===== src/sv/rtumfe_pkg.sv =====
// Shared types, codes and CRC helpers for the RTU master frame engine.
// No dependencies.
`default_nettype none

package rtumfe_pkg;

	// default receive buffer size in bytes
	localparam int RX_BUFFER_BYTES_DEF = 256;

	// port widths
	localparam int S_TDATA_W = 56;
	localparam int M_TDATA_W = 16;
	localparam int CMP_W     = 10;   // holds any position or count + 5
	localparam int RES_MAX   = 8;
	localparam int RES_CNT_W = 4;

	// CRC-16, reflected polynomial
	localparam logic [15:0] CRC_INIT = 16'hFFFF;
	localparam logic [15:0] CRC_POLY = 16'hA001;

	// input operations
	localparam logic [1:0] OP_ISSUE  = 2'd0;
	localparam logic [1:0] OP_RXBYTE = 2'd1;
	localparam logic [1:0] OP_END    = 2'd2;

	// request kinds
	localparam logic [2:0] KIND_COILS     = 3'd0;
	localparam logic [2:0] KIND_DISCRETE  = 3'd1;
	localparam logic [2:0] KIND_HOLDING   = 3'd2;
	localparam logic [2:0] KIND_INPUT     = 3'd3;
	localparam logic [2:0] KIND_WR_COIL   = 3'd4;
	localparam logic [2:0] KIND_WR_REG    = 3'd5;

	// function codes
	localparam logic [7:0] FN_NONE       = 8'h00;
	localparam logic [7:0] FN_RD_COILS   = 8'h01;
	localparam logic [7:0] FN_RD_DISC    = 8'h02;
	localparam logic [7:0] FN_RD_HOLDING = 8'h03;
	localparam logic [7:0] FN_RD_INPUT   = 8'h04;
	localparam logic [7:0] FN_WR_COIL    = 8'h05;
	localparam logic [7:0] FN_WR_REG     = 8'h06;

	// result kinds
	localparam logic [1:0] OUT_REQ    = 2'd0;
	localparam logic [1:0] OUT_DATA   = 2'd1;
	localparam logic [1:0] OUT_STATUS = 2'd2;

	// frame status codes
	localparam logic [2:0] ST_OK       = 3'd0;
	localparam logic [2:0] ST_NO_REPLY = 3'd1;
	localparam logic [2:0] ST_SLAVE    = 3'd2;
	localparam logic [2:0] ST_FUNCTION = 3'd3;
	localparam logic [2:0] ST_CRC      = 3'd4;
	localparam logic [2:0] ST_ECHO     = 3'd5;
	localparam logic [2:0] ST_LENGTH   = 3'd6;

	// one registered input item, with the CRC over the first three request bytes
	typedef struct packed {
		logic [1:0]  op;
		logic [7:0]  slave;
		logic [2:0]  kind;
		logic [15:0] start;
		logic [15:0] qv;
		logic [7:0]  rx;
		logic [15:0] crc_part;
	} item_t;

	// one result item
	typedef struct packed {
		logic [1:0] kind;
		logic [7:0] value;
		logic [2:0] status;
		logic       last;
	} res_t;

	// one byte through the reflected CRC-16
	function automatic logic [15:0] crc_byte(input logic [15:0] c, input logic [7:0] b);
		logic [15:0] x;
		x = c ^ {8'h00, b};
		for (int i = 0; i < 8; i++) begin
			x = x[0] ? ((x >> 1) ^ CRC_POLY) : (x >> 1);
		end
		return x;
	endfunction

	// function code for a request kind
	function automatic logic [7:0] fn_code(input logic [2:0] kind);
		logic [7:0] f;
		unique case (kind)
			KIND_COILS:    f = FN_RD_COILS;
			KIND_DISCRETE: f = FN_RD_DISC;
			KIND_HOLDING:  f = FN_RD_HOLDING;
			KIND_INPUT:    f = FN_RD_INPUT;
			KIND_WR_COIL:  f = FN_WR_COIL;
			KIND_WR_REG:   f = FN_WR_REG;
			default:       f = FN_NONE;
		endcase
		return f;
	endfunction

endpackage

`default_nettype wire


===== src/sv/rtumfe_proc.sv =====
// Frame state and per-item result logic of the RTU master frame engine.
// Depends on rtumfe_pkg.
`default_nettype none

module rtumfe_proc
	import rtumfe_pkg::*;
#(
	parameter int RX_BUFFER_BYTES = RX_BUFFER_BYTES_DEF
) (
	input  wire logic                 clk,
	input  wire logic                 arst_n,
	input  wire logic                 fire,
	input  wire item_t                item,
	output res_t [RES_MAX-1:0]        res,
	output logic [RES_CNT_W-1:0]      res_cnt
);

	localparam int POS_W = $clog2(RX_BUFFER_BYTES);
	localparam logic [POS_W-1:0] POS_LIMIT = POS_W'(RX_BUFFER_BYTES - 1);

	// reception state
	logic [15:0]      crc_q, crc_n;
	logic [POS_W-1:0] pos_q, pos_n;
	logic [7:0]       cnt_q, cnt_n;
	logic [7:0]       exp_slave_q, exp_slave_n;
	logic [7:0]       exp_fn_q, exp_fn_n;
	logic [7:0]       held_q, held_n;
	logic [2:0]       err_q, err_n;
	logic [7:0]       copy_q [RES_MAX];
	logic             copy_we;

	// request bytes
	logic [7:0]  rb [RES_MAX];
	logic [15:0] crc_full;
	logic [15:0] crc_rx;
	logic [CMP_W-1:0] pe, ce;
	logic [2:0]  status;

	// request frame assembly
	always_comb begin
		crc_full = crc_byte(crc_byte(crc_byte(item.crc_part, item.start[7:0]),
			item.qv[15:8]), item.qv[7:0]);
		rb[0] = item.slave;
		rb[1] = fn_code(item.kind);
		rb[2] = item.start[15:8];
		rb[3] = item.start[7:0];
		rb[4] = item.qv[15:8];
		rb[5] = item.qv[7:0];
		rb[6] = crc_full[7:0];
		rb[7] = crc_full[15:8];
	end

	assign crc_rx = crc_byte(crc_q, item.rx);
	assign pe     = CMP_W'(pos_q);
	assign ce     = CMP_W'(cnt_q);

	// end-of-frame status
	always_comb begin
		if (pos_q == '0) begin
			status = ST_NO_REPLY;
		end else if (exp_fn_q == FN_NONE) begin
			status = ST_FUNCTION;
		end else if (err_q != ST_OK) begin
			status = err_q;
		end else if (exp_fn_q >= FN_WR_COIL) begin
			status = (pe < CMP_W'(8)) ? ST_LENGTH : ST_OK;
		end else begin
			status = (pe < ce + CMP_W'(5)) ? ST_LENGTH : ST_OK;
		end
	end

	// next state and results
	always_comb begin
		crc_n       = crc_q;
		pos_n       = pos_q;
		cnt_n       = cnt_q;
		exp_slave_n = exp_slave_q;
		exp_fn_n    = exp_fn_q;
		held_n      = held_q;
		err_n       = err_q;
		copy_we     = 1'b0;
		res         = '0;
		res_cnt     = '0;
		unique case (item.op)
			OP_ISSUE: begin
				if (item.kind <= KIND_WR_REG) begin
					copy_we     = 1'b1;
					exp_slave_n = rb[0];
					exp_fn_n    = rb[1];
					crc_n       = CRC_INIT;
					pos_n       = '0;
					cnt_n       = '0;
					held_n      = '0;
					err_n       = ST_OK;
					for (int i = 0; i < RES_MAX; i++) begin
						res[i] = '{kind: OUT_REQ, value: rb[i], status: ST_OK,
							last: (i == RES_MAX - 1)};
					end
					res_cnt = RES_CNT_W'(RES_MAX);
				end
			end
			OP_RXBYTE: begin
				if (pos_q < POS_LIMIT) begin
					pos_n = pos_q + POS_W'(1);
					if (exp_fn_q == FN_NONE) begin
						// no request pending: count only
					end else if (exp_fn_q >= FN_WR_COIL) begin
						// write reply must echo the request
						if (pe < CMP_W'(8) && item.rx != copy_q[pos_q[2:0]] && err_q == ST_OK) begin
							err_n = ST_ECHO;
						end
					end else begin
						priority if (pe == CMP_W'(0)) begin
							crc_n = crc_rx;
							if (item.rx != exp_slave_q && err_q == ST_OK) begin
								err_n = ST_SLAVE;
							end
						end else if (pe == CMP_W'(1)) begin
							crc_n = crc_rx;
							if (item.rx != exp_fn_q && err_q == ST_OK) begin
								err_n = ST_FUNCTION;
							end
						end else if (pe == CMP_W'(2)) begin
							crc_n = crc_rx;
							cnt_n = item.rx;
						end else if (pe < ce + CMP_W'(3)) begin
							crc_n = crc_rx;
							if (err_q == ST_OK) begin
								if (exp_fn_q == FN_RD_HOLDING) begin
									// data index even when position is odd
									if (pos_q[0]) begin
										if (pe == ce + CMP_W'(2)) begin
											res[0]  = '{kind: OUT_DATA, value: item.rx,
												status: ST_OK, last: 1'b0};
											res_cnt = RES_CNT_W'(1);
										end else begin
											held_n = item.rx;
										end
									end else begin
										res[0]  = '{kind: OUT_DATA, value: item.rx,
											status: ST_OK, last: 1'b0};
										res[1]  = '{kind: OUT_DATA, value: held_q,
											status: ST_OK, last: 1'b0};
										res_cnt = RES_CNT_W'(2);
									end
								end else begin
									res[0]  = '{kind: OUT_DATA, value: item.rx,
										status: ST_OK, last: 1'b0};
									res_cnt = RES_CNT_W'(1);
								end
							end
						end else if (pe == ce + CMP_W'(3)) begin
							if (item.rx != crc_q[7:0] && err_q == ST_OK) begin
								err_n = ST_CRC;
							end
						end else if (pe == ce + CMP_W'(4)) begin
							if (item.rx != crc_q[15:8] && err_q == ST_OK) begin
								err_n = ST_CRC;
							end
						end else begin
							// bytes after the CRC are ignored
						end
					end
				end
			end
			OP_END: begin
				res[0]  = '{kind: OUT_STATUS, value: 8'h00, status: status, last: 1'b0};
				res_cnt = RES_CNT_W'(1);
				crc_n   = CRC_INIT;
				pos_n   = '0;
				cnt_n   = '0;
				held_n  = '0;
				err_n   = ST_OK;
			end
			default: begin
				// unused operation code: no effect
			end
		endcase
	end

	// control state
	always_ff @(posedge clk or negedge arst_n) begin
		if (!arst_n) begin
			crc_q       <= CRC_INIT;
			pos_q       <= '0;
			cnt_q       <= '0;
			exp_slave_q <= '0;
			exp_fn_q    <= FN_NONE;
			held_q      <= '0;
			err_q       <= ST_OK;
		end else if (fire) begin
			crc_q       <= crc_n;
			pos_q       <= pos_n;
			cnt_q       <= cnt_n;
			exp_slave_q <= exp_slave_n;
			exp_fn_q    <= exp_fn_n;
			held_q      <= held_n;
			err_q       <= err_n;
		end
	end

	// remembered request frame
	always_ff @(posedge clk) begin
		if (fire && copy_we) begin
			for (int i = 0; i < RES_MAX; i++) begin
				copy_q[i] <= rb[i];
			end
		end
	end

endmodule

`default_nettype wire


===== src/sv/rtu_master_frame_engine_top.sv =====
// RTU master frame engine: Modbus RTU request builder and reply checker.
// An issue item (tuser 0) yields eight request bytes with CRC-16, low byte first,
// the eighth marked by tlast. Received-byte items (tuser 1) are checked against
// the pending request; read data is passed on, holding-register bytes swapped in
// pairs. An end-of-frame item (tuser 2) yields one status item. Items pass an input
// register and then the frame logic into an eight-entry result register. An item
// enters every cycle as long as the result register drains: received bytes run at
// one per cycle, while a request or a holding-register pair holds the input until
// all its result items are taken. Depends on rtumfe_pkg and rtumfe_proc.
`default_nettype none

module rtu_master_frame_engine_top
	import rtumfe_pkg::*;
#(
	parameter int RX_BUFFER_BYTES = RX_BUFFER_BYTES_DEF
) (
	input  wire logic                 clk,
	input  wire logic                 arst_n,
	// input items
	input  wire logic                 s_tvalid,
	output logic                      s_tready,
	// [7:0] slave_address, [10:8] request_kind, [26:11] start_number,
	// [42:27] quantity_or_value, [50:43] rx_byte, [55:51] zero
	input  wire logic [S_TDATA_W-1:0] s_tdata,
	// [1:0] operation
	input  wire logic [1:0]           s_tuser,
	// result items
	output logic                      m_tvalid,
	input  wire logic                 m_tready,
	// [7:0] byte_value, [10:8] frame_status, [15:11] zero
	output logic [M_TDATA_W-1:0]      m_tdata,
	// [1:0] out_kind
	output logic [1:0]                m_tuser,
	output logic                      m_tlast
);

	// input unpack
	logic [7:0]  in_slave;
	logic [2:0]  in_kind;
	logic [15:0] in_start;
	logic [15:0] in_qv;
	logic [15:0] qv_map;
	item_t       item_in;

	assign in_slave = s_tdata[7:0];
	assign in_kind  = s_tdata[10:8];
	assign in_start = s_tdata[26:11];
	assign in_qv    = s_tdata[42:27];

	// write-coil value is on/off only
	assign qv_map = (in_kind == KIND_WR_COIL) ? ((in_qv != 16'h0000) ? 16'hFF00 : 16'h0000)
		: in_qv;

	always_comb begin
		item_in.op       = s_tuser;
		item_in.slave    = in_slave;
		item_in.kind     = in_kind;
		item_in.start    = in_start;
		item_in.qv       = qv_map;
		item_in.rx       = s_tdata[50:43];
		item_in.crc_part = crc_byte(crc_byte(crc_byte(CRC_INIT, in_slave), fn_code(in_kind)),
			in_start[15:8]);
	end

	// input register
	logic  v_s1;
	item_t item_s1;
	logic  accept;
	logic  adv;

	// result register
	res_t [RES_MAX-1:0]     ob_q;
	logic [RES_CNT_W-1:0]   ob_cnt_q;
	logic [RES_CNT_W-1:0]   cnt_after;
	logic                   take;
	res_t [RES_MAX-1:0]     res;
	logic [RES_CNT_W-1:0]   res_cnt;

	assign take      = m_tvalid & m_tready;
	assign cnt_after = ob_cnt_q - RES_CNT_W'(take);
	assign adv       = v_s1 && (cnt_after == '0);
	assign s_tready  = !v_s1 || adv;
	assign accept    = s_tvalid && s_tready;

	always_ff @(posedge clk or negedge arst_n) begin
		if (!arst_n) begin
			v_s1 <= 1'b0;
		end else if (accept) begin
			v_s1 <= 1'b1;
		end else if (adv) begin
			v_s1 <= 1'b0;
		end
	end

	always_ff @(posedge clk) begin
		if (accept) begin
			item_s1 <= item_in;
		end
	end

	// frame logic
	rtumfe_proc #(
		.RX_BUFFER_BYTES(RX_BUFFER_BYTES)
	) u_proc (
		.clk     (clk),
		.arst_n  (arst_n),
		.fire    (adv),
		.item    (item_s1),
		.res     (res),
		.res_cnt (res_cnt)
	);

	// result count
	always_ff @(posedge clk or negedge arst_n) begin
		if (!arst_n) begin
			ob_cnt_q <= '0;
		end else if (adv) begin
			ob_cnt_q <= res_cnt;
		end else if (take) begin
			ob_cnt_q <= cnt_after;
		end
	end

	// result entries: load a bundle or shift down one on each take
	always_ff @(posedge clk) begin
		if (adv) begin
			ob_q <= res;
		end else if (take) begin
			for (int i = 0; i < RES_MAX - 1; i++) begin
				ob_q[i] <= ob_q[i+1];
			end
		end
	end

	// output pack
	assign m_tvalid = (ob_cnt_q != '0);
	assign m_tdata  = {5'b0, ob_q[0].status, ob_q[0].value};
	assign m_tuser  = ob_q[0].kind;
	assign m_tlast  = ob_q[0].last;

endmodule

`default_nettype wire


===== config.mk =====
export PLATFORM = sky130hd
export DESIGN_NAME = rtu_master_frame_engine_top
export DESIGN_NICKNAME = d
export VERILOG_FILES = /design/src/sv/rtumfe_pkg.sv /design/src/sv/rtumfe_proc.sv /design/src/sv/rtu_master_frame_engine_top.sv
export SDC_FILE = /design/constraint.sdc
export NUM_CORES = 1
export LEC_CHECK = 0
export BUFFER_PORTS_ARGS = -buffer_cell sky130_fd_sc_hd__buf_2
export CORE_MARGIN = 3
export CORE_UTILIZATION = 40
export CTS_CLUSTER_SIZE = 28
export DETAILED_ROUTE_END_ITERATION = 10
export SETUP_SLACK_MARGIN = 0.05
export SYNTH_ARGS = -nofsm -noshare
export SYNTH_HDL_FRONTEND = slang
export SYNTH_HIERARCHICAL = 1
export SYNTH_SLANG_ARGS = --single-unit

===== constraint.sdc =====
create_clock -name clk -period 5.2 [get_ports clk]
set_input_delay 0.78 -clock clk [delete_from_list [all_inputs] [get_ports clk]]
set_output_delay 0.78 -clock clk [all_outputs]
set_load 0.1 [all_outputs]

* Word-level counts from Yosys, hierarchy flattened *
Memory sizes are Yosys's and may differ from the RTL's.
Cells that the tools add are included.

cells by class
  add/sub/neg operators = 6
  order comparisons = 6
  eq/ne operators = 45
  multiplexer cells = 153
  bitwise logic cells = 64
  reduce and logical (&&, ||, !) cells = 32

operators by type and width
  cell                 count
  $mux 16              65
  $mux 28              8
  $mux 98              2
  $not 2->3            56
  $mux 8               19
  $mux 99              1
  $xor 16x8->16        5
  $pmux 8 s3           3
  $mux 70              1
  $mux 3               21
  $pmux 16 s3          1
  $mux 4               11
  $mux 14              3
  $pmux 14 s3          1
  $ne 8x8->1           5
  $mux 13              3
  $pmux 3 s6           2
  $eq 8x10->1          3
  $pmux 14 s2          1
  $lt 8x10->1          2
  $add 8x2->9 const B  2
  $add 8x3->9 const B  2
  $eq 8x2->1 const B   2
  $logic_not 8->1      2
  other kinds (46)     85

storage, ports and cells
  register bits = 245
  bits in writable memories = 64
  bits of input ports = 62
  output and inout bits = 21
  word-level logic and storage cells = 356
  memories kept = 1

memory list
  name           words  width  read ports  clocked after memory_dff  write ports  RTL line           RTL
  u_proc.copy_q  8      8      1           0                         8            rtumfe_proc.sv:29  logic [7:0] copy_q [RES_MAX];

* Longest topological paths before layout *
  word-level depth = 54
  depth in mapped cells = 16
  depth with buffers taken out = 15

* Cells and area by module *
The synthesis kept the hierarchy.

modules (own cells, without submodules)
  module                       times used  cells each  area each (um^2)  seq. area each (um^2)
  rtu_master_frame_engine_top  1           420         7683.6            5500.3
  rtumfe_proc                  1           729         7587.3            3143.0

* Worst setup path before layout *
No wires, ideal clock.

  kind = flip-flop to flip-flop
  start point = register ob_cnt_q[2]
  end point = register item_s1[0] (netlist bit) (enable)
  library setup time = 0.431 ns
  data arrival time = 5.701 ns
  required time = 4.769 ns
  setup slack = -0.932 ns
  cell stages (with the launch flop) = 10
  path buffers = 1
  period minus slack after synthesis = 6.132 ns
  cell sequence = dfrtp_1 buf_2 o41ai_2 inv_1 ha_1 ha_1 xnor2_1 nand3_1 o21ai_0 and2_1

on the way
  cells in the longest elaborated chain, start to end = 7

ends and longest elaborated chain
  what                    RTL line                            RTL
  start, declared         rtu_master_frame_engine_top.sv:73   logic [RES_CNT_W-1:0] ob_cnt_q;
  start signal, assigned  rtu_master_frame_engine_top.sv:118  ob_cnt_q <= res_cnt;
  start signal, assigned  rtu_master_frame_engine_top.sv:120  ob_cnt_q <= cnt_after;
  $reduce_bool 4->1       rtu_master_frame_engine_top.sv:136  assign m_tvalid = (ob_cnt_q != '0);
  $and 1x1->1             rtu_master_frame_engine_top.sv:79   assign take = m_tvalid & m_tready;
  $sub 4x1->4 (*)         rtu_master_frame_engine_top.sv:80   assign cnt_after = ob_cnt_q - RES_CNT_W'(take);
  $logic_not 4->1 (*)     rtu_master_frame_engine_top.sv:81   assign adv = v_s1 && (cnt_after == '0);
  $logic_and 1x1->1 (*)   rtu_master_frame_engine_top.sv:81
  $logic_or 1x1->1 (*)    rtu_master_frame_engine_top.sv:82   assign s_tready = !v_s1 || adv;
  named net s_tready      rtu_master_frame_engine_top.sv:21   output logic s_tready,
  $logic_and 1x1->1 (*)   rtu_master_frame_engine_top.sv:83   assign accept = s_tvalid && s_tready;
  named net accept        rtu_master_frame_engine_top.sv:68   logic accept;
  end signal, assigned    rtu_master_frame_engine_top.sv:97   item_s1 <= item_in;
  end, declared           rtu_master_frame_engine_top.sv:67   item_t item_s1;

The timed path passes the listed nets; every way through them passes the cells marked *.
A chain may end at the register's enable or synchronous reset.

* Final worst setup path *
  start point = register ob_cnt_q[3]
  end point = output s_tready

on the way
  cells in the longest elaborated chain, start to end = 6

ends and longest elaborated chain
  what                   RTL line
  $reduce_bool 4->1      rtu_master_frame_engine_top.sv:136
  $and 1x1->1            rtu_master_frame_engine_top.sv:79
  $sub 4x1->4 (*)        rtu_master_frame_engine_top.sv:80
  $logic_not 4->1 (*)    rtu_master_frame_engine_top.sv:81
  $logic_and 1x1->1 (*)  rtu_master_frame_engine_top.sv:81
  $logic_or 1x1->1 (*)   rtu_master_frame_engine_top.sv:82
  end, declared          rtu_master_frame_engine_top.sv:21

Every way passes the cells marked *; elsewhere a longest branch is shown, timed or not.

==> metrics.log <==
INFO  metric grt_max_degree = 68
INFO  metric unrepaired_setup_endpoints_after_global_routing = no
INFO  metric timing.reg2reg.worst_path_depth = 13
INFO  metric async_set_or_reset_register_ratio_after_synthesis = between 15 and 20%
INFO  metric worst_setup_hold_path_clk_slew = ~0.06 ns
INFO  metric postRouteAntennaNets = 0
INFO  metric fmaxAchievable = ~260 MHz
INFO  metric fin_util = 45.8%
INFO  metric finalCriticalPeriod = between 3 and 4 ns
INFO  metric maxCapViolations = 0
INFO  metric grt_pass1_wl = 52400 µm
INFO  metric synth_common_cells = 238 x edfxtp_1, 98 x mux2_1, 89 x xnor2_1
INFO  metric postSynthAreaPerCell = about 13 µm²
INFO  metric outcome = complete, no violations
INFO  metric finalMaxSlewViolations = 0
INFO  metric route.final.wire_length = roughly 33000 µm
INFO  metric number_of_buffers_added_for_setup_after_cts = 0
INFO  metric worst_hold_path_type = input port to flop
INFO  metric synth_enable_flop_cells = 238
INFO  metric fillCellCount = about 3400
INFO  metric cts_hold_repair.buffers = 0
INFO  metric dieWidth = 201 µm
INFO  metric clkSinkCount = 297
INFO  metric setup.worst_path.class = flop to primary output
INFO  metric setup_total_negative_slack = 0 ns
INFO  metric syn_to_final_growth = 11.3%
INFO  metric setup_viol = 0
INFO  metric globalRouteOverflowTotal = 0
INFO  metric via_count_of_the_first_global_routing_pass = ~8900
INFO  metric antenna_found_initial = 0
INFO  metric netlist_area_before_placement = about 15000 µm²
INFO  metric ys.flop_type = edfxtp_1
INFO  metric netlist_top_cells_area = edfxtp_1 47%, mux2_1 7.2%, dfrtp_1 7.0%, xnor2_1 5.1%, buf_4 3.0%
INFO  metric report.power.total = roughly 0.0089 W
INFO  metric rows = 70
INFO  metric grtUsageTotal = 16.4%
INFO  metric cp_slowest_stage_delay = slightly below 0.5 ns
INFO  metric cell_with_the_largest_stage_delay_on_the_worst_path = buf_2
INFO  metric post-synth-top-count-cell = edfxtp_1
INFO  metric synth_top_area_cell = edfxtp_1
INFO  metric clockBufferDepth = 3
INFO  metric report.final.hold_viol_count = 0
INFO  metric max-vdd-ir-drop = roughly 0.24 mV
INFO  metric synth.yosys.seq_area_share = 56.6%
INFO  metric die_area = 40600 µm²
INFO  metric insertedDiodeCount = 0
INFO  metric synthDistinctLibCells = 63
INFO  metric cpMostUsedCell = ha_1
INFO  metric drcViolationCount = 0
INFO  metric place.gp.congestion = ~0.85
INFO  metric worstPathCellList = o41ai_2 -> inv_1 -> ha_1 -> ha_1 -> xnor2_1 -> nand3_1 -> o21ai_1 -> buf_2
INFO  metric finalNetCount = about 1300
INFO  metric relSlewSlack = between 20% and 30%
INFO  metric die_h = 201 µm
INFO  metric clk-insertion-delay-late = 0.52 ns
INFO  metric dr.first_iter.drc_count = approximately 680
INFO  metric via_per_inst = ~5.0
INFO  metric synthesis.instances = between 1000 and 1500
INFO  metric holdPathStages = 1
INFO  metric cts_root_buffer = clkbuf_16
INFO  metric detailroute.via_count = approximately 9000
INFO  metric cts_htree_levels = 2
INFO  metric fin_skew = around 0.019 ns
INFO  metric tritoncts.num_buffers = 35
INFO  metric routed_wire_length_per_instance = roughly 19 µm
INFO  metric dp.final_hpwl = about 23000 µm
INFO  metric post_cts.resized_instances = 0
INFO  metric yosysTopAreaCellShare = 46.8%
INFO  metric final.period_utilization = about three quarters
INFO  metric timing_worst_slew_pin_value = ~1.1 ns
INFO  metric initial_core_util = between 40% and 50%
INFO  metric fin_cells = about 1700
INFO  metric ys_ff_latch = 297
INFO  metric ys.warnings.count = 6
INFO  metric crit_path_end_kind = primary output
INFO  metric final-seq-area = about 8600 µm²
INFO  metric final.hold.worst_slack = ~0.44 ns
INFO  metric buffer_ports.inserted = 72
INFO  metric tritoncts = yes
INFO  metric p_leak = 6.37 nW
INFO  metric pwr_density_cell = roughly 520 nW/µm²
INFO  metric worst_path_max_fanout = 5
INFO  metric place.detailed.instances = about 1700
INFO  metric timing.critical_path.required = approximately 4.4 ns
INFO  metric core_area = 37100 µm²
INFO  metric crit_arrival = 3.13 ns
INFO  metric post_route_cells_drive_above_1_share = about 16%
INFO  metric timing.critical_path.from_type = flop
INFO  metric io-pin-count = 83
INFO  metric area_of_combinational_cells_with_multiple_inputs = 5970 µm²
INFO  metric detailedRoute.firstPassIterationCount = 5
## layout by cell type (no fill, tap or decap), types with 14 or more instances in the layout
| master | n |
|---|---|
| nand3_1 | 20 |
| nand2_1 | 47 |
| o21ai_1 | 25 |
| a21oi_1 | 29 |
| mux2_1 | 98 |
| xor2_1 | 52 |
| a22o_1 | 18 |
| mux2i_1 | 14 |
| edfxtp_1 | 238 |
| clkbuf_16 | 37 |
| and2_1 | 59 |
| conb_1 | 49 |
| inv_1 | 27 |
| ha_1 | 31 |
| xnor2_1 | 89 |
| buf_2 | 72 |
| nor2_1 | 60 |
| dfstp_2 | 16 |
| dfrtp_1 | 43 |
## logic make-up (layout without fill, tap and decap cells)
logic type	Yosys count	after routing	synth area share [%]
AO/OA/AOI/OAI	135	135	5.85
adder cells (fa/ha/maj)	31	31	2.54
XOR/XNOR	163	163	10.8
multiplexers	131	131	10.4
flip-flops	297	297	56.6
AND/OR/NAND/NOR	245	245	8.23
other	2	49	0.0492
buffers and inverters	145	176	5.56
## where the power goes
group / total [W] / leakage [nW] / switching (W) / internal, W
Combinational: 0.00282 / 2.83 / 0.00164 / 0.00118
Clock: 0.00249 / 0.578 / 0.000971 / 0.00152
Sequential: 0.00360 / 2.96 / 0.000327 / 0.00327
Total: 0.00890 / 6.37 / 0.00294 / 0.00596
## layout make-up
cell class	instances	share of cell area, %
clock buffers	42	5.62
repair buffers	82	2.64
flip-flops and latches	297	50.9
well taps	504	3.71
multi-input cells	754	35.2
clock inverters	21	1.32
inverters	31	0.699
## worst max-delay path: cells and delay by family (launching register included)
| family | cells | cell delay, ns |
|---|---|---|
| AND/OR/NAND/NOR | 1 | 0.13 |
| buffers and inverters | 2 | 0.64 |
| AO/OA/AOI/OAI | 2 | 0.70 |
| flip-flops | 1 | 0.47 |
| XOR/XNOR | 1 | 0.24 |
| adder cells (fa/ha/maj) | 2 | 0.45 |
## per-layer routing
layer | vias up | part of all wire, % | track usage (%)
li1 | 4134 | - | -
met1 | 4339 | 44 | 22.3
met2 | 220 | 49 | 27.7
met3 | 48 | 4.7 | 2.56
met4 | 0 | 2.2 | 4.26
met5 | - | 0 | 0
## stage by stage
stage	worst slack (ns)	instance area [µm²]
floorplan	0.570	15400
global placement	1.42	15800
detailed placement	1.33	15800
CTS	1.24	17000
global route	1.09	17000
finish	1.29	17000
## flip-flops by register name, indices dropped and copies added, names as in the netlist, 2 cells and up
register            cells
u_proc/exp_fn_q         3
m_tdata                11
u_proc/copy_q          59
ob_cnt_q                4
u_proc/cnt_q            8
u_proc/held_q           8
u_proc/pos_q            8
u_proc/exp_slave_q      8
u_proc/crc_q           16
ob_q                   98
u_proc/err_q            3
m_tuser                 2
item_s1                67
## worst paths after layout
| check | from | to | slack, ns |
|---|---|---|---|
| setup / recovery | ob_cnt_q[3] | s_tready | 1.29 |
| hold / removal | s_tdata[14] | item_s1[43] | 0.44 |
| setup reg to reg | u_proc/cnt_q[1] | m_tdata[2] | 1.36 |
| hold reg to reg | item_s1[49] | u_proc/copy_q[2][1] | 0.44 |
| max in group asynchronous | arst_n | u_proc/pos_q[7] | 4.21 |
| min in group asynchronous | arst_n | u_proc/cnt_q[6] | 0.45 |
No activity file was read; power rests on OpenSTA's default activity.
